### src/rtl/core/group_exclusive_capacity_arbiter_unit_macros.svh
// Assertion macros shared by the arbiter RTL.
// No dependencies; included by the files that carry concurrent checks.
`ifndef GROUP_EXCLUSIVE_CAPACITY_ARBITER_UNIT_MACROS_SVH
`define GROUP_EXCLUSIVE_CAPACITY_ARBITER_UNIT_MACROS_SVH

// Same-cycle implication, disabled while reset is asserted.
`define GECARB_ASSERT_IMPL(label, clk, rst_n, ante, cons, msg) \
    label: assert property (@(posedge clk) disable iff (!(rst_n)) \
        (ante) |-> (cons)) else $error(msg);

// Next-cycle implication, disabled while reset is asserted.
`define GECARB_ASSERT_NEXT(label, clk, rst_n, ante, cons, msg) \
    label: assert property (@(posedge clk) disable iff (!(rst_n)) \
        (ante) |=> (cons)) else $error(msg);

`endif

### src/rtl/core/gecarb_pkg.sv
// Types, constants and codes of the group-exclusive capacity arbiter.
// No dependencies; used by the other RTL files apart from the macro header.
package gecarb_pkg;

    localparam int G_COUNT      = 3;
    localparam int MAX_WAITING  = 16;
    localparam int MAX_CAPACITY = 8;
    localparam int CLASS_W      = 2;
    localparam int CNT_W        = 4;
    localparam int WAIT_W       = $clog2(MAX_WAITING + 1);

    localparam logic [CLASS_W-1:0] OWNER_FREE    = 2'd3;
    localparam logic [CLASS_W-1:0] CLASS_INVALID = 2'd3;

    localparam logic FUNC_ENTER = 1'b0;
    localparam logic FUNC_LEAVE = 1'b1;

    localparam logic [1:0] CFG_CAP_CLASS0 = 2'd0;
    localparam logic [1:0] CFG_CAP_CLASS1 = 2'd1;
    localparam logic [1:0] CFG_CAP_CLASS2 = 2'd2;

    typedef enum logic [1:0] {
        FAULT_NONE        = 2'd0,
        FAULT_WAIT_FULL   = 2'd1,
        FAULT_LEAVE_EMPTY = 2'd2
    } t_fault;

    typedef logic [G_COUNT-1:0][CNT_W-1:0] t_cap_set;

    localparam t_cap_set CAP_RESET = {4'd1, 4'd2, 4'd4};

    typedef struct packed {
        logic               func;
        logic [CLASS_W-1:0] req_class;
    } t_item;

    typedef struct packed {
        logic               admitted_now;
        logic               queued;
        logic [CLASS_W-1:0] grant_class;
        logic [CNT_W-1:0]   grant_count;
        logic [CLASS_W-1:0] owner_class;
        logic [CNT_W-1:0]   active_holders;
        t_fault             fault;
    } t_result;

endpackage

### src/rtl/core/gecarb_if.sv
// Handshake interfaces for the request, result and configuration channels.
// Depends on gecarb_pkg for field widths.
interface gecarb_in_if;
    logic                                valid;
    logic                                ready;
    logic                                func;
    logic [gecarb_pkg::CLASS_W-1:0]      req_class;

    modport source (output valid, output func, output req_class, input ready);
    modport sink (input valid, input func, input req_class, output ready);
endinterface

interface gecarb_out_if;
    logic                                valid;
    logic                                ready;
    logic                                admitted_now;
    logic                                queued;
    logic [gecarb_pkg::CLASS_W-1:0]      grant_class;
    logic [gecarb_pkg::CNT_W-1:0]        grant_count;
    logic [gecarb_pkg::CLASS_W-1:0]      owner_class;
    logic [gecarb_pkg::CNT_W-1:0]        active_holders;
    logic [1:0]                          fault;

    modport source (
        output valid, output admitted_now, output queued, output grant_class,
        output grant_count, output owner_class, output active_holders,
        output fault, input ready
    );
    modport sink (
        input valid, input admitted_now, input queued, input grant_class,
        input grant_count, input owner_class, input active_holders,
        input fault, output ready
    );
endinterface

interface gecarb_cfg_if;
    logic                                valid;
    logic                                ready;
    logic [1:0]                          reg_index;
    logic [gecarb_pkg::CNT_W-1:0]        data;

    modport source (output valid, output reg_index, output data, input ready);
    modport sink (input valid, input reg_index, input data, output ready);
endinterface

### src/rtl/core/gecarb_cfg.sv
// Capacity registers of the three classes and their clamping to the legal range.
// Depends on gecarb_pkg.
module gecarb_cfg (
    input  logic                          i_clk,
    input  logic                          i_rst_n,
    input  logic                          i_wr_en,
    input  logic [1:0]                    i_wr_index,
    input  logic [gecarb_pkg::CNT_W-1:0]  i_wr_data,
    output gecarb_pkg::t_cap_set          o_cap
);

    gecarb_pkg::t_cap_set r_cap;

    always_ff @(posedge i_clk) begin
        if (!i_rst_n) begin
            r_cap <= gecarb_pkg::CAP_RESET;
        end else if (i_wr_en) begin
            case (i_wr_index)
                gecarb_pkg::CFG_CAP_CLASS0: r_cap[0] <= i_wr_data;
                gecarb_pkg::CFG_CAP_CLASS1: r_cap[1] <= i_wr_data;
                gecarb_pkg::CFG_CAP_CLASS2: r_cap[2] <= i_wr_data;
                default: r_cap <= r_cap;
            endcase
        end
    end

    always_comb begin
        for (int k = 0; k < gecarb_pkg::G_COUNT; k++) begin
            if (r_cap[k] == '0) begin
                o_cap[k] = gecarb_pkg::CNT_W'(1);
            end else if (r_cap[k] > gecarb_pkg::CNT_W'(gecarb_pkg::MAX_CAPACITY)) begin
                o_cap[k] = gecarb_pkg::CNT_W'(gecarb_pkg::MAX_CAPACITY);
            end else begin
                o_cap[k] = r_cap[k];
            end
        end
    end

endmodule

### src/rtl/core/gecarb_engine.sv
// Arbitration state (owner, holders, waiters, round-robin pointer) and the
// combinational step that updates it. Depends on gecarb_pkg and the macro header.
`include "group_exclusive_capacity_arbiter_unit_macros.svh"

module gecarb_engine (
    input  logic                  i_clk,
    input  logic                  i_rst_n,
    input  logic                  i_fire,
    input  gecarb_pkg::t_item     i_item,
    input  gecarb_pkg::t_cap_set  i_cap,
    output gecarb_pkg::t_result   o_result
);

    logic [gecarb_pkg::CLASS_W-1:0] r_owner;
    logic [gecarb_pkg::CLASS_W-1:0] r_last;
    logic [gecarb_pkg::CNT_W-1:0]   r_active;
    logic [gecarb_pkg::WAIT_W-1:0]  r_wait [gecarb_pkg::G_COUNT];

    logic [gecarb_pkg::CLASS_W-1:0] n_owner;
    logic [gecarb_pkg::CLASS_W-1:0] n_last;
    logic [gecarb_pkg::CNT_W-1:0]   n_active;
    logic [gecarb_pkg::WAIT_W-1:0]  n_wait [gecarb_pkg::G_COUNT];

    gecarb_pkg::t_result            res;
    logic [gecarb_pkg::CLASS_W-1:0] cls;
    logic                           others_busy;
    logic [gecarb_pkg::CLASS_W-1:0] rr_base;
    logic [2:0]                     rr_idx;
    logic [gecarb_pkg::CLASS_W-1:0] pick;
    logic                           pick_found;
    logic [gecarb_pkg::CNT_W-1:0]   grant_n;
    logic [gecarb_pkg::CNT_W-1:0]   active_dec;

    assign cls = i_item.req_class;

    always_comb begin
        others_busy = 1'b0;
        for (int k = 0; k < gecarb_pkg::G_COUNT; k++) begin
            if (gecarb_pkg::CLASS_W'(k) != cls && r_wait[k] != '0) begin
                others_busy = 1'b1;
            end
        end
    end

    // The scan starts after the last served class and wraps around.
    always_comb begin
        if (r_last == gecarb_pkg::OWNER_FREE ||
            r_last == gecarb_pkg::CLASS_W'(gecarb_pkg::G_COUNT - 1)) begin
            rr_base = '0;
        end else begin
            rr_base = r_last + 1'b1;
        end
        pick       = '0;
        pick_found = 1'b0;
        rr_idx     = '0;
        for (int s = 0; s < gecarb_pkg::G_COUNT; s++) begin
            rr_idx = {1'b0, rr_base} + 3'(s);
            if (rr_idx >= 3'(gecarb_pkg::G_COUNT)) begin
                rr_idx = rr_idx - 3'(gecarb_pkg::G_COUNT);
            end
            if (!pick_found && r_wait[rr_idx[1:0]] != '0) begin
                pick       = rr_idx[1:0];
                pick_found = 1'b1;
            end
        end
        if (r_wait[pick] < {1'b0, i_cap[pick]}) begin
            grant_n = r_wait[pick][gecarb_pkg::CNT_W-1:0];
        end else begin
            grant_n = i_cap[pick];
        end
    end

    assign active_dec = r_active - 1'b1;

    always_comb begin
        n_owner  = r_owner;
        n_last   = r_last;
        n_active = r_active;
        n_wait   = r_wait;
        res      = '0;
        if (cls != gecarb_pkg::CLASS_INVALID) begin
            if (i_item.func == gecarb_pkg::FUNC_ENTER) begin
                if (r_owner == gecarb_pkg::OWNER_FREE ||
                    (r_owner == cls && r_active < i_cap[cls] && !others_busy)) begin
                    if (r_owner == gecarb_pkg::OWNER_FREE) begin
                        n_owner = cls;
                        n_last  = cls;
                    end
                    if (r_active != '1) begin
                        n_active = r_active + 1'b1;
                    end
                    res.admitted_now = 1'b1;
                end else if (r_wait[cls] >= gecarb_pkg::WAIT_W'(gecarb_pkg::MAX_WAITING)) begin
                    res.fault = gecarb_pkg::FAULT_WAIT_FULL;
                end else begin
                    n_wait[cls] = r_wait[cls] + 1'b1;
                    res.queued  = 1'b1;
                end
            end else if (r_active == '0) begin
                res.fault = gecarb_pkg::FAULT_LEAVE_EMPTY;
            end else if (active_dec == '0) begin
                if (!pick_found) begin
                    n_owner  = gecarb_pkg::OWNER_FREE;
                    n_active = '0;
                end else begin
                    n_owner          = pick;
                    n_last           = pick;
                    n_wait[pick]     = r_wait[pick] - {1'b0, grant_n};
                    n_active         = grant_n;
                    res.grant_class  = pick;
                    res.grant_count  = grant_n;
                end
            end else if (!others_busy && r_wait[cls] != '0) begin
                // One holder leaves and one waiter of the same class takes its slot.
                n_wait[cls]     = r_wait[cls] - 1'b1;
                n_active        = r_active;
                res.grant_class = cls;
                res.grant_count = gecarb_pkg::CNT_W'(1);
            end else begin
                n_active = active_dec;
            end
        end
        res.owner_class    = n_owner;
        res.active_holders = n_active;
    end

    assign o_result = res;

    always_ff @(posedge i_clk) begin
        if (!i_rst_n) begin
            r_owner  <= gecarb_pkg::OWNER_FREE;
            r_last   <= gecarb_pkg::OWNER_FREE;
            r_active <= '0;
            for (int k = 0; k < gecarb_pkg::G_COUNT; k++) begin
                r_wait[k] <= '0;
            end
        end else if (i_fire) begin
            r_owner  <= n_owner;
            r_last   <= n_last;
            r_active <= n_active;
            r_wait   <= n_wait;
        end
    end

    `GECARB_ASSERT_IMPL(a_free_has_no_holders, i_clk, i_rst_n, r_owner == gecarb_pkg::OWNER_FREE, r_active == '0, "free resource with active holders")
    `GECARB_ASSERT_IMPL(a_grant_within_cap, i_clk, i_rst_n, i_fire && res.grant_count != '0, res.grant_count <= i_cap[res.grant_class], "grant exceeds class capacity")
    `GECARB_ASSERT_NEXT(a_fault_keeps_state, i_clk, i_rst_n, i_fire && res.fault != gecarb_pkg::FAULT_NONE, r_active == $past(r_active) && r_owner == $past(r_owner), "faulting transaction changed state")

endmodule

### src/rtl/core/group_exclusive_capacity_arbiter_unit.sv
// Group-exclusive capacity arbiter: one request transaction in, one result
// transaction out. Each transaction is held in the input register and leaves
// from the result register, and a new request is taken every cycle while the
// consumer takes results; the update of the owner, holder and waiter registers
// at each step sets that rate. While the consumer stalls, the
// block holds the waiting result and at most one more request in the input
// register, after which the request channel stalls as well. The
// configuration channel is always ready and must be written while no request
// is in flight. After reset the block is ready at once; no clearing pass runs.
module group_exclusive_capacity_arbiter_unit (
    input  logic                  i_clk,
    input  logic                  i_rst_n,
    gecarb_in_if.sink             i_in,
    gecarb_cfg_if.sink            i_cfg,
    gecarb_out_if.source          o_out
);

    logic                  r_in_valid;
    gecarb_pkg::t_item     r_item;
    logic                  r_out_valid;
    gecarb_pkg::t_result   r_result;

    logic                  in_fire;
    logic                  advance;
    gecarb_pkg::t_cap_set  cap;
    gecarb_pkg::t_result   step_result;

    assign advance    = r_in_valid && (!r_out_valid || o_out.ready);
    assign i_in.ready = !r_in_valid || advance;
    assign in_fire    = i_in.valid && i_in.ready;
    assign i_cfg.ready = 1'b1;

    gecarb_cfg u_cfg (
        .i_clk      (i_clk),
        .i_rst_n    (i_rst_n),
        .i_wr_en    (i_cfg.valid),
        .i_wr_index (i_cfg.reg_index),
        .i_wr_data  (i_cfg.data),
        .o_cap      (cap)
    );

    gecarb_engine u_engine (
        .i_clk    (i_clk),
        .i_rst_n  (i_rst_n),
        .i_fire   (advance),
        .i_item   (r_item),
        .i_cap    (cap),
        .o_result (step_result)
    );

    always_ff @(posedge i_clk) begin
        if (!i_rst_n) begin
            r_in_valid <= 1'b0;
        end else if (in_fire) begin
            r_in_valid <= 1'b1;
        end else if (advance) begin
            r_in_valid <= 1'b0;
        end
    end

    always_ff @(posedge i_clk) begin
        if (in_fire) begin
            r_item.func      <= i_in.func;
            r_item.req_class <= i_in.req_class;
        end
    end

    always_ff @(posedge i_clk) begin
        if (!i_rst_n) begin
            r_out_valid <= 1'b0;
        end else if (advance) begin
            r_out_valid <= 1'b1;
        end else if (o_out.ready) begin
            r_out_valid <= 1'b0;
        end
    end

    always_ff @(posedge i_clk) begin
        if (advance) begin
            r_result <= step_result;
        end
    end

    assign o_out.valid          = r_out_valid;
    assign o_out.admitted_now   = r_result.admitted_now;
    assign o_out.queued         = r_result.queued;
    assign o_out.grant_class    = r_result.grant_class;
    assign o_out.grant_count    = r_result.grant_count;
    assign o_out.owner_class    = r_result.owner_class;
    assign o_out.active_holders = r_result.active_holders;
    assign o_out.fault          = r_result.fault;

endmodule
### src/flat_wrapper.sv
// flat-port wrapper written by rule: the top's interface ports become plain ports
module group_exclusive_capacity_arbiter_unit_flat 
  (i_clk, i_rst_n, i_in_valid, i_in_func, i_in_req_class, i_in_ready, i_cfg_valid, i_cfg_reg_index, i_cfg_data, i_cfg_ready, o_out_valid, o_out_admitted_now, o_out_queued, o_out_grant_class, o_out_grant_count, o_out_owner_class, o_out_active_holders, o_out_fault, o_out_ready);
  gecarb_in_if i_in_i ();
  gecarb_cfg_if i_cfg_i ();
  gecarb_out_if o_out_i ();
  input  logic i_clk;
  input  logic i_rst_n;
  input wire logic [$bits(i_in_i.valid)-1:0] i_in_valid;
  input wire logic [$bits(i_in_i.func)-1:0] i_in_func;
  input wire logic [$bits(i_in_i.req_class)-1:0] i_in_req_class;
  output wire logic [$bits(i_in_i.ready)-1:0] i_in_ready;
  input wire logic [$bits(i_cfg_i.valid)-1:0] i_cfg_valid;
  input wire logic [$bits(i_cfg_i.reg_index)-1:0] i_cfg_reg_index;
  input wire logic [$bits(i_cfg_i.data)-1:0] i_cfg_data;
  output wire logic [$bits(i_cfg_i.ready)-1:0] i_cfg_ready;
  output wire logic [$bits(o_out_i.valid)-1:0] o_out_valid;
  output wire logic [$bits(o_out_i.admitted_now)-1:0] o_out_admitted_now;
  output wire logic [$bits(o_out_i.queued)-1:0] o_out_queued;
  output wire logic [$bits(o_out_i.grant_class)-1:0] o_out_grant_class;
  output wire logic [$bits(o_out_i.grant_count)-1:0] o_out_grant_count;
  output wire logic [$bits(o_out_i.owner_class)-1:0] o_out_owner_class;
  output wire logic [$bits(o_out_i.active_holders)-1:0] o_out_active_holders;
  output wire logic [$bits(o_out_i.fault)-1:0] o_out_fault;
  input wire logic [$bits(o_out_i.ready)-1:0] o_out_ready;
  assign i_in_i.valid = i_in_valid;
  assign i_in_i.func = i_in_func;
  assign i_in_i.req_class = i_in_req_class;
  assign i_in_ready = i_in_i.ready;
  assign i_cfg_i.valid = i_cfg_valid;
  assign i_cfg_i.reg_index = i_cfg_reg_index;
  assign i_cfg_i.data = i_cfg_data;
  assign i_cfg_ready = i_cfg_i.ready;
  assign o_out_valid = o_out_i.valid;
  assign o_out_admitted_now = o_out_i.admitted_now;
  assign o_out_queued = o_out_i.queued;
  assign o_out_grant_class = o_out_i.grant_class;
  assign o_out_grant_count = o_out_i.grant_count;
  assign o_out_owner_class = o_out_i.owner_class;
  assign o_out_active_holders = o_out_i.active_holders;
  assign o_out_fault = o_out_i.fault;
  assign o_out_i.ready = o_out_ready;
  group_exclusive_capacity_arbiter_unit u_core (.i_clk(i_clk), .i_rst_n(i_rst_n), .i_in(i_in_i), .i_cfg(i_cfg_i), .o_out(o_out_i));
endmodule
### config.mk
export PLATFORM = sky130hd
export DESIGN_NAME = group_exclusive_capacity_arbiter_unit_flat
export DESIGN_NICKNAME = d
export VERILOG_FILES = /design/src/rtl/core/gecarb_pkg.sv /design/src/rtl/core/gecarb_if.sv /design/src/rtl/core/gecarb_cfg.sv /design/src/rtl/core/gecarb_engine.sv /design/src/rtl/core/group_exclusive_capacity_arbiter_unit.sv /design/src/flat_wrapper.sv
export VERILOG_INCLUDE_DIRS = /design/src /design/src/rtl/core
export SDC_FILE = /design/constraint.sdc
export NUM_CORES = 1
export LEC_CHECK = 0
export BUFFER_PORTS_ARGS = -buffer_cell sky130_fd_sc_hd__buf_2
export CAP_MARGIN = 20
export CORE_MARGIN = 8
export CORE_UTILIZATION = 25
export DETAILED_ROUTE_END_ITERATION = 8
export SETUP_SLACK_MARGIN = 0.1
export SYNTH_ARGS = -nofsm -noshare
export SYNTH_HDL_FRONTEND = slang
export SYNTH_SLANG_ARGS = --single-unit
### constraint.sdc
create_clock -name i_clk -period 10.7 [get_ports i_clk]
set_input_delay 0.535 -clock i_clk [delete_from_list [all_inputs] [get_ports i_clk]]
set_output_delay 0.535 -clock i_clk [all_outputs]
set_load 0.02 [all_outputs]
==> results of run 1 <==
area by class of cell:
cell class	count	area, um2	share of cell area, %
clock inverter	1	3.754	0.07897
tap	220	275.3	5.791
inverter	21	78.83	1.658
clock buffer	7	163.9	3.448
sequential	56	1311	27.59
timing repair buffer	37	200.2	4.212
multi-input combinational	407	2720	57.23
per-stage QoR:
step	cell area [um2]	util [%]	hold slack, ns	setup slack, ns
2_1_floorplan	4229	-	0.4385	5.817
3_5_place_dp	4586	27.65	0.4795	5.013
3_3_place_gp	4586	27.65	0.4600	5.243
4_1_cts	4753	28.66	0.4034	4.990
6_report	4753	28.66	0.4093	4.933
5_1_grt	4753	28.66	0.3988	4.489
power by group through the flow:
stage | logic [mW] | registers (mW) | clock network [mW]
floorplan | 0.107 | 0.243 | 0
global placement | 0.145 | 0.242 | 0
detailed placement | 0.144 | 0.242 | 0
CTS | 0.145 | 0.237 | 0.184
global route | 0.162 | 0.238 | 0.192
finish | 0.147 | 0.237 | 0.181
cell families (layout without fill, tap and decap cells):
logic type,after synthesis,after routing
simple gates,193,193
mux,27,27
fa+ha+maj,15,15
xor+xnor,8,8
buf+inv,49,66
compound gates,163,163
other cells,1,1
flops,56,56
per-layer routing:
| metal | vias up | global-route usage [%] | share of wire [%] |
|---|---|---|---|
| li1 | 1973 | - | - |
| met1 | 1946 | 17.27 | 46 |
| met2 | 222 | 18.12 | 43 |
| met3 | 27 | 2.256 | 8.7 |
| met4 | 0 | 3.761 | 2.2 |
| met5 | - | 0 | 0 |
registers in the layout, indices dropped and copies added, names as in the netlist:
signal                       flops
u_core.r_in_valid                1
u_core.u_engine.r_wait          15
u_core.o_out.fault               2
u_core.u_engine.r_active         4
u_core.o_out.active_holders      4
u_core.u_engine.r_last           2
u_core.o_out.owner_class         2
u_core.u_cfg.r_cap              12
u_core.o_out.valid               1
u_core.u_engine.r_owner          2
u_core.o_out.admitted_now        1
u_core.o_out.queued              1
u_core.o_out.grant_class         2
u_core.r_item                    3
u_core.o_out.grant_count         4
cell usage after synthesis (9+ instances only):
master / number
sky130_fd_sc_hd__nor2_1: 58
sky130_fd_sc_hd__nand2_1: 38
sky130_fd_sc_hd__dfxtp_1: 37
sky130_fd_sc_hd__a21oi_1: 32
sky130_fd_sc_hd__mux2i_1: 24
sky130_fd_sc_hd__o21ai_0: 22
sky130_fd_sc_hd__clkbuf_1: 21
sky130_fd_sc_hd__inv_1: 20
sky130_fd_sc_hd__edfxtp_1: 19
sky130_fd_sc_hd__nand3_1: 19
sky130_fd_sc_hd__nor3_1: 15
sky130_fd_sc_hd__ha_1: 14
sky130_fd_sc_hd__o22ai_1: 10
sky130_fd_sc_hd__o221ai_1: 9
worst max-delay path by stage:
stage                                                  startpoint                                     end  depth (start not counted)
after floorplan           u_core.u_engine.r_wait[10]$_SDFFE_PN0P_  u_core.u_engine.r_wait[4]$_SDFFE_PN0P_                         20
after global placement     u_core.u_engine.r_wait[1]$_SDFFE_PN0P_  u_core.u_engine.r_wait[4]$_SDFFE_PN0P_                         19
after detailed placement   u_core.u_engine.r_wait[1]$_SDFFE_PN0P_  u_core.u_engine.r_wait[4]$_SDFFE_PN0P_                         18
after CTS                 u_core.u_engine.r_wait[10]$_SDFFE_PN0P_  u_core.u_engine.r_wait[4]$_SDFFE_PN0P_                         18
after global routing      u_core.u_engine.r_wait[10]$_SDFFE_PN0P_  u_core.u_engine.r_wait[4]$_SDFFE_PN0P_                         19
final                      u_core.u_engine.r_wait[1]$_SDFFE_PN0P_  u_core.u_engine.r_wait[4]$_SDFFE_PN0P_                         18
==> results.json, run 1 <==
{
  "grt_start_max_net_pins": 28,
  "power.total_mw": 0.5652,
  "vias_in_the_first_global_route": 3849,
  "remaining_routing_drc_violations": 0,
  "power_density_nw_per_um2": 118.9,
  "worst_path_max_delay_cell": "sky130_fd_sc_hd__or4_1",
  "nNetsFinal": 557,
  "final.period_utilization_pct": 53.90,
  "synth_top_area_share_pct": 17.51,
  "final_cell_count_no_fill": 749,
  "grt_antenna_before_repair": 0,
  "detailedRoute.firstIterationViolations": 444,
  "cts_max_level": 2,
  "floorplan.core_area_um2": 16580,
  "worst-setup-path-type": "reg -> reg",
  "clock-sinks": 56,
  "final_layout_size_suffix_gt1_share_pct": 13.23,
  "design.die.area_um2": 21330,
  "cts_setup_buffers": 0,
  "slew_headroom_pct": 35.66,
  "worst_hold_path_type": "in -> reg",
  "antenna_left": 0,
  "tightest_slew_ns": 0.9652,
  "pwr-share-seq_pct": 42.0,
  "yosys.area_share.xor_xnor_pct": 1.657,
  "die_w_um": 146.1,
  "fillerInstances": 1816,
  "fin_setup_tns_ns": 0,
  "rr_worst_depth": 18,
  "post-route-min-period_ns": 5.767,
  "clock_path_buffers": 2,
  "synthDominantAreaCellType": "sky130_fd_sc_hd__dfxtp_1",
  "place.gp.congestion": 0.9446,
  "ir_worst_vdd_mv": 0.06144,
  "synth-main-ff-cell": "sky130_fd_sc_hd__dfxtp_1",
  "clock_power_share_pct": 31.9,
  "cts_tree": "done",
  "router_iterations_before_antenna_repair": 5,
  "quantity_of_i_o_buffers_inserted_on_ports": 31,
  "synth_simple_gate_area_share_pct": 23.17,
  "drv_slew": 0,
  "start_kind": "flip-flop",
  "setup_viol": 0,
  "slowest_delay_ns": 0.69,
  "grt.overflow.total": 0,
  "ys_async_sr_fraction_pct": 0,
  "rrSetupSlack_ns": 4.93,
  "detail_route.wirelength_um": 13230,
  "numCtsBuffers": 5,
  "mux_cell_area_share_after_synthesis_pct": 6.568,
  "layout.cells.most_common": "sky130_fd_sc_hd__nor2_1",
  "track_usage_pct": 12.14,
  "cp_cell_sequence": "or4_1, o21ai_2, nand3_1, o22a_1, o21a_1, ha_1, a2111oi_0, a221oi_2, o31ai_2, mux2i_1, ha_1, fa_1, inv_1, o31ai_1, a221oi_1, xor2_1, a222oi_1, a21oi_1",
  "run_status": "finished, final reports clean",
  "comb_power_share_pct": 26.1,
  "required_ns": 10.85,
  "wire_length_of_the_first_global_routing_pass_um": 21360,
  "timing.clock.skew_ns": 0.004392,
  "path_max_fanout": 11,
  "vias": 4168,
  "power.switching_mw": 0.1733,
  "regToRegEndpoint": "u_core.u_engine.r_wait[4]$_SDFFE_PN0P_",
  "synth_enable_flop_cells": 19,
  "num_io_pins": 33,
  "min_from": "i_in_req_class[0]",
  "floorplan.rows": 47,
  "initial_core_util_pct": 25.50,
  "layout.cells.most_common_list": "sky130_fd_sc_hd__nor2_1 (58), sky130_fd_sc_hd__nand2_1 (38), sky130_fd_sc_hd__dfxtp_1 (37), sky130_fd_sc_hd__a21oi_1 (32), sky130_fd_sc_hd__buf_2 (31)",
  "max_cap_violations": 0,
  "max_freq_ghz": 0.1734,
  "yosysSeqAreaShare_pct": 31.01,
  "postSynthCellCount": 512,
  "syn-mean-instance-area_um2": 8.260,
  "synth_cell_type_count": 80,
  "syn2layout_area_growth_pct": 12.40,
  "post_drt_via_cell_ratio": 5.565,
  "synth_fa_ha_area_share_pct": 4.615,
  "num_antenna_cells": 0,
  "cts_resized": 0,
  "hold_path_end": "u_core.r_item[0]$_DFFE_PP_",
  "worstReg2RegStart": "u_core.u_engine.r_wait[1]$_SDFFE_PN0P_",
  "cts_root_buf": "sky130_fd_sc_hd__clkbuf_16",
  "switching_share_of_power_pct": 30.66,
  "worst_path_most_repeated_cell": "sky130_fd_sc_hd__ha_1",
  "synth.net_count": 541,
  "post_synth_main_area_contributors": "sky130_fd_sc_hd__dfxtp_1 (18%), sky130_fd_sc_hd__edfxtp_1 (13%), sky130_fd_sc_hd__mux2i_1 (5.7%), sky130_fd_sc_hd__nor2_1 (5.1%), sky130_fd_sc_hd__ha_1 (4.1%)",
  "rsz0062_at_grt": "no",
  "internal_power_mw": 0.3919,
  "drt-wirelength-per-cell_um": 17.67,
  "insertion_delay_ns": 0.30,
  "yosys_register_bits": 56,
  "numPlacedInstances": 741,
  "whs_path_depth": 1,
  "endpoint_kind": "flip-flop",
  "detailedPlacementHpwl_um": 9963,
  "die_height_um": 146.1,
  "critPathArrivalTime_ns": 5.92,
  "hold_viol": 0,
  "cts_hold_repair.buffers": 0,
  "worst_path_dominant_cell_family": "compound AO/OA/AOI/OAI gates",
  "synth_compound_gate_area_share_pct": 28.22,
  "synth.cell_area_um2": 4229,
  "yosys_warnings": 0,
  "worst-path-buf-inv": 1,
  "clkSlewWorstSetupHoldPaths_ns": 0.07,
  "cellLeakagePower_nw": 1.782,
  "main_combinational_cell_family_by_area_after_synthesis": "compound AO/OA/AOI/OAI gates"
}
Power figures use the tool's default switching activity.
==> run 2, diff against run 1 <==
==> constraint.sdc (replaced) <==
create_clock -name i_clk -period 5.7 [get_ports i_clk]
set_input_delay 0.285 -clock i_clk [delete_from_list [all_inputs] [get_ports i_clk]]
set_output_delay 0.285 -clock i_clk [all_outputs]
set_load 0.02 [all_outputs]
==> results.json, run 2 (synthesized netlist as in run 1, its figures left out) <==
{
  "power_density_nw_per_um2": 227.5,
  "final.period_utilization_pct": 91.52,
  "final_cell_count_no_fill": 754,
  "worst_hold_path_type": "in -> reg",
  "hold_viol": 0,
  "worstReg2RegStart": "u_core.u_engine.r_wait[1]$_SDFFE_PN0P_",
  "required_ns": 5.86,
  "cellLeakagePower_nw": 1.817,
  "pwr-share-seq_pct": 40.9,
  "slew_headroom_pct": 40.90,
  "die_height_um": 146.1,
  "largest_register_ff_count": 15,
  "vias_in_the_first_global_route": 3933,
  "regMostFlops": "u_core.u_engine.r_wait",
  "floorplan.rows": 47,
  "floorplan.core_area_um2": 16580,
  "fin_setup_tns_ns": 0,
  "clkSlewWorstSetupHoldPaths_ns": 0.07,
  "clock_power_share_pct": 33.2,
  "vias": 4156,
  "instance_count_on_the_critical_path": 19,
  "router_iterations_before_antenna_repair": 5,
  "layout_top_registers": "u_core.u_engine.r_wait x15, u_core.u_cfg.r_cap x12",
  "cts_max_level": 2,
  "grt_start_max_net_pins": 28,
  "whs_path_depth": 1,
  "num_io_pins": 33,
  "run_status": "finished, final reports clean",
  "min_from": "i_in_req_class[1]",
  "drv_slew": 0,
  "worst_path_max_delay_cell": "sky130_fd_sc_hd__or4_1",
  "timing.clock.skew_ns": 0.005565,
  "rsz0062_at_grt": "no",
  "detail_route.wirelength_um": 13360,
  "syn2layout_area_growth_pct": 14.14,
  "num_antenna_cells": 0,
  "comb_power_share_pct": 25.9,
  "detailedPlacementHpwl_um": 10250,
  "place.gp.congestion": 0.8912,
  "setup_viol": 0,
  "regToRegEndpoint": "u_core.u_engine.r_wait[4]$_SDFFE_PN0P_",
  "cp_cell_sequence": "or4_1, nor4_2, a21oi_1, buf_4, nor3b_1, a211oi_1, ha_1, a2111oi_1, a221oi_2, o31ai_4, mux2i_1, ha_1, fa_1, inv_1, o31ai_1, a221oi_2, xor2_1, a222oi_1, a21oi_1",
  "fillerInstances": 1780,
  "ir_worst_vdd_mv": 0.1179,
  "nNetsFinal": 562,
  "start_kind": "flip-flop",
  "numCtsBuffers": 5,
  "slowest_delay_ns": 0.68,
  "worst_hold_slack_ns": 0.1591,
  "cts_hold_repair.buffers": 0,
  "antenna_left": 0,
  "drt-wirelength-per-cell_um": 17.72,
  "track_usage_pct": 12.23,
  "tightest_slew_ns": 0.8845,
  "clock_path_buffers": 2,
  "grt_antenna_before_repair": 0,
  "post-route-min-period_ns": 5.217,
  "max_freq_ghz": 0.1917,
  "rr_worst_depth": 19,
  "detailedRoute.firstIterationViolations": 494,
  "critPathArrivalTime_ns": 5.38,
  "final_layout_size_suffix_gt1_share_pct": 14.79,
  "cts_resized": 0,
  "remaining_routing_drc_violations": 0,
  "grt.overflow.total": 0,
  "wire_length_of_the_first_global_routing_pass_um": 21380,
  "post_drt_via_cell_ratio": 5.512,
  "internal_power_mw": 0.7606,
  "max_cap_violations": 0,
  "cts_root_buf": "sky130_fd_sc_hd__clkbuf_16",
  "finalWorstSetupSlack_ns": 0.4834,
  "worst-setup-path-type": "reg -> reg",
  "cts_tree": "done",
  "layout.cells.most_common_list": "sky130_fd_sc_hd__nor2_1 (58), sky130_fd_sc_hd__nand2_1 (38), sky130_fd_sc_hd__dfxtp_1 (37), sky130_fd_sc_hd__a21oi_1 (32), sky130_fd_sc_hd__buf_2 (31)",
  "dpl_ws_ns": 0.2421,
  "numPlacedInstances": 746,
  "layout.cells.most_common": "sky130_fd_sc_hd__nor2_1",
  "design.die.area_um2": 21330,
  "worst_path_dominant_cell_family": "compound AO/OA/AOI/OAI gates",
  "quantity_of_i_o_buffers_inserted_on_ports": 31,
  "layout.core_utilization_pct": 29.11,
  "hold_path_end": "u_core.r_item[1]$_DFFE_PP_",
  "switching_share_of_power_pct": 30.73,
  "initial_core_util_pct": 25.50,
  "insertion_delay_ns": 0.30,
  "die_w_um": 146.1,
  "path_max_fanout": 7,
  "cts_setup_buffers": 0,
  "power.switching_mw": 0.3374,
  "worst-path-buf-inv": 2,
  "endpoint_kind": "flip-flop",
  "rrSetupSlack_ns": 0.48,
  "clock-sinks": 56
}
run 2: per-stage QoR:
step | total power, mW | area [um2]
after CTS | 1.093 | 4801
after global placement | 0.7310 | 4623
after global routing | 1.147 | 4827
after detailed placement | 0.7287 | 4623
after floorplan | 0.6559 | 4229
final | 1.098 | 4827
run 2: how the worst max path moves through the flow:
stage                                                   to                                     from  slack [ns]
floorplan           u_core.u_engine.r_wait[4]$_SDFFE_PN0P_  u_core.u_engine.r_wait[10]$_SDFFE_PN0P_        0.82
detailed placement  u_core.u_engine.r_wait[4]$_SDFFE_PN0P_  u_core.u_engine.r_wait[10]$_SDFFE_PN0P_        0.24
global route        u_core.u_engine.r_wait[4]$_SDFFE_PN0P_  u_core.u_engine.r_wait[10]$_SDFFE_PN0P_        0.11
global placement    u_core.u_engine.r_wait[4]$_SDFFE_PN0P_  u_core.u_engine.r_wait[10]$_SDFFE_PN0P_        0.33
finish              u_core.u_engine.r_wait[4]$_SDFFE_PN0P_   u_core.u_engine.r_wait[1]$_SDFFE_PN0P_        0.48
CTS                 u_core.u_engine.r_wait[4]$_SDFFE_PN0P_  u_core.u_engine.r_wait[10]$_SDFFE_PN0P_        0.23
run 2: cell type report:
type                       count  area [um2]  share of cell area (%)
clock buffer                   6       138.9                   2.877
clock inverter                 2       38.79                  0.8035
inverter                      21       78.83                   1.633
multi-input combinational    407        2746                   56.89
sequential                    56        1311                   27.16
tap                          220       275.3                   5.702
timing repair buffer          42       237.7                   4.925
run 2: per-layer routing:
layer  GRT usage, %  vias to the layer above  part of all wire (%)
met5              0                        -                     0
met4          4.843                        0                   3.1
met3          3.245                       32                   7.4
met2          18.67                      181                    44
met1          16.09                     1951                    46
li1               -                     1992                     -
run 2: power groups by stage:
stage	clock [mW]	sequential, mW	combinational, mW
after floorplan	0	0.455	0.201
after global placement	0	0.457	0.274
after detailed placement	0	0.457	0.271
after CTS	0.372	0.448	0.273
after global routing	0.387	0.451	0.309
final	0.365	0.449	0.284
==> run 3, diff against run 2 <==
--- a/config.mk
+++ b/config.mk
@@ -7,10 +7,11 @@
 export NUM_CORES = 1
 export LEC_CHECK = 0
 export BUFFER_PORTS_ARGS = -buffer_cell sky130_fd_sc_hd__buf_2
-export CAP_MARGIN = 20
+export CAP_MARGIN = 5
 export CORE_MARGIN = 8
 export CORE_UTILIZATION = 25
 export DETAILED_ROUTE_END_ITERATION = 8
+export REMOVE_ABC_BUFFERS = 1
 export SETUP_SLACK_MARGIN = 0.1
 export SYNTH_ARGS = -nofsm -noshare
 export SYNTH_HDL_FRONTEND = slang
==> results.json, run 3 (synthesized netlist as in run 1, its figures left out) <==
{
  "syn2layout_area_growth_pct": 13.11,
  "post-route-min-period_ns": 5.216,
  "regMostFlops": "u_core.u_engine.r_wait",
  "critPathArrivalTime_ns": 5.38,
  "track_usage_pct": 11.85,
  "max_cap_violations": 0,
  "layout_top_registers": "u_core.u_engine.r_wait x15, u_core.u_cfg.r_cap x12",
  "floorplan.core_area_um2": 16580,
  "rr_worst_depth": 19,
  "required_ns": 5.86,
  "insertion_delay_ns": 0.29,
  "cts_max_level": 2,
  "router_iterations_before_antenna_repair": 5,
  "place.gp.congestion": 0.9091,
  "power.total_mw": 1.035,
  "final_layout_size_suffix_gt1_share_pct": 14.29,
  "wire_length_of_the_first_global_routing_pass_um": 21160,
  "run_status": "finished, final reports clean",
  "final.period_utilization_pct": 91.50,
  "detailedPlacementHpwl_um": 9968,
  "numCtsBuffers": 5,
  "vias": 4212,
  "die_height_um": 146.1,
  "worst_hold_slack_ns": 0.1652,
  "whs_path_depth": 1,
  "antenna_left": 0,
  "path_max_fanout": 7,
  "initial_core_util_pct": 25.50,
  "endpoint_kind": "flip-flop",
  "cellLeakagePower_nw": 1.791,
  "clock_path_buffers": 2,
  "timing.clock.skew_ns": 0.007676,
  "final_cell_count_no_fill": 752,
  "clkSlewWorstSetupHoldPaths_ns": 0.07,
  "vias_in_the_first_global_route": 3863,
  "floorplan.rows": 47,
  "fin_setup_tns_ns": 0,
  "rrSetupSlack_ns": 0.48,
  "layout.cells.most_common": "sky130_fd_sc_hd__nor2_1",
  "clock-sinks": 56,
  "grt.overflow.total": 0,
  "detail_route.wirelength_um": 13130,
  "ir_worst_vdd_mv": 0.1260,
  "power_density_nw_per_um2": 216.4,
  "quantity_of_i_o_buffers_inserted_on_ports": 31,
  "rsz0062_at_grt": "no",
  "slew_headroom_pct": 46.63,
  "max_freq_ghz": 0.1917,
  "hold_viol": 0,
  "worst_hold_path_type": "in -> reg",
  "die_w_um": 146.1,
  "layout.cells.most_common_list": "sky130_fd_sc_hd__nor2_1 (58), sky130_fd_sc_hd__nand2_1 (38), sky130_fd_sc_hd__dfxtp_1 (37), sky130_fd_sc_hd__a21oi_1 (31), sky130_fd_sc_hd__buf_2 (31)",
  "design.die.area_um2": 21330,
  "setup_viol": 0,
  "post_drt_via_cell_ratio": 5.601,
  "worst-setup-path-type": "reg -> reg",
  "nNetsFinal": 560,
  "cts_hold_repair.buffers": 0,
  "cts_root_buf": "sky130_fd_sc_hd__clkbuf_16",
  "tightest_slew_ns": 0.7997,
  "largest_register_ff_count": 15,
  "drt-wirelength-per-cell_um": 17.46,
  "grt_start_max_net_pins": 28,
  "detailedRoute.firstIterationViolations": 428,
  "numPlacedInstances": 744,
  "remaining_routing_drc_violations": 0,
  "start_kind": "flip-flop",
  "cts_setup_buffers": 0,
  "cts_tree": "done",
  "num_antenna_cells": 0,
  "grt_antenna_before_repair": 0,
  "num_io_pins": 33,
  "drv_slew": 0
}
==> run 3: final timing paths <==
check                                           from                                endpoint
max          u_core.u_engine.r_wait[10]$_SDFFE_PN0P_  u_core.u_engine.r_wait[4]$_SDFFE_PN0P_
min                                        i_in_func              u_core.r_item[2]$_DFFE_PP_
max reg2reg  u_core.u_engine.r_wait[10]$_SDFFE_PN0P_  u_core.u_engine.r_wait[4]$_SDFFE_PN0P_
min reg2reg       u_core.u_cfg.r_cap[0]$_SDFFE_PN0P_      u_core.u_cfg.r_cap[0]$_SDFFE_PN0P_
==> run 3: area by class of cell <==
| type | instances | area (um2) |
|---|---|---|
| Tap cell | 220 | 275.3 |
| Timing Repair Buffer | 40 | 222.7 |
| Sequential cell | 56 | 1311 |
| Inverter | 21 | 78.83 |
| Multi-Input combinational cell | 407 | 2753 |
| Fill cell | 1758 | 11800 |
| Clock buffer | 5 | 125.1 |
| Clock inverter | 3 | 17.52 |
==> run 3: where the power goes <==
group / total [mW] / internal, mW / switching [mW] / leakage [nW]
registers: 0.446 / 0.429 / 0.0164 / 0.482
logic: 0.284 / 0.111 / 0.173 / 1.24
clock network: 0.306 / 0.163 / 0.143 / 0.0716
total: 1.04 / 0.703 / 0.333 / 1.79
==> run 3: critical path: stages (launching register included) <==
cell	delay (ns)
sky130_fd_sc_hd__dfxtp_1	0.35
sky130_fd_sc_hd__or4_4	0.60
sky130_fd_sc_hd__o22ai_1	0.36
sky130_fd_sc_hd__nand3_2	0.24
sky130_fd_sc_hd__o22a_1	0.25
sky130_fd_sc_hd__o21ai_1	0.11
sky130_fd_sc_hd__inv_1	0.09
sky130_fd_sc_hd__ha_1	0.25
sky130_fd_sc_hd__nor3_1	0.32
sky130_fd_sc_hd__nor2_1	0.17
sky130_fd_sc_hd__o31ai_4	0.35
sky130_fd_sc_hd__mux2i_1	0.19
sky130_fd_sc_hd__ha_1	0.27
sky130_fd_sc_hd__fa_1	0.36
sky130_fd_sc_hd__inv_1	0.11
sky130_fd_sc_hd__o31ai_1	0.09
sky130_fd_sc_hd__a221oi_2	0.36
sky130_fd_sc_hd__xor2_1	0.14
sky130_fd_sc_hd__a222oi_1	0.36
sky130_fd_sc_hd__a21oi_1	0.11
==> run 3: what timing repair did <==
item / CTS / global route
hold endpoints to repair: 0 / 0
endpoints found under the setup margin: 0 / 3
resized for setup: 0 / 7
==> run 3: per-stage QoR <==
stage	area (um2)	setup slack, ns	utilization, %
final	4783	0.4843	28.84
after floorplan	4110	0.8375	-
after global placement	4608	0.3948	27.79
after detailed placement	4608	0.2368	27.79
after CTS	4751	0.2319	28.65
after global routing	4783	0.1442	28.84
==> run 3: metal layers <==
layer	wire length, um	up-vias	GRT usage [%]	part of all wire (%)
li1	-	1977	-	-
met1	5779	2012	16.27	44
met2	5989	199	18.58	46
met3	1020	24	2.101	7.8
met4	339	0	3.452	2.6
met5	0	-	0	0
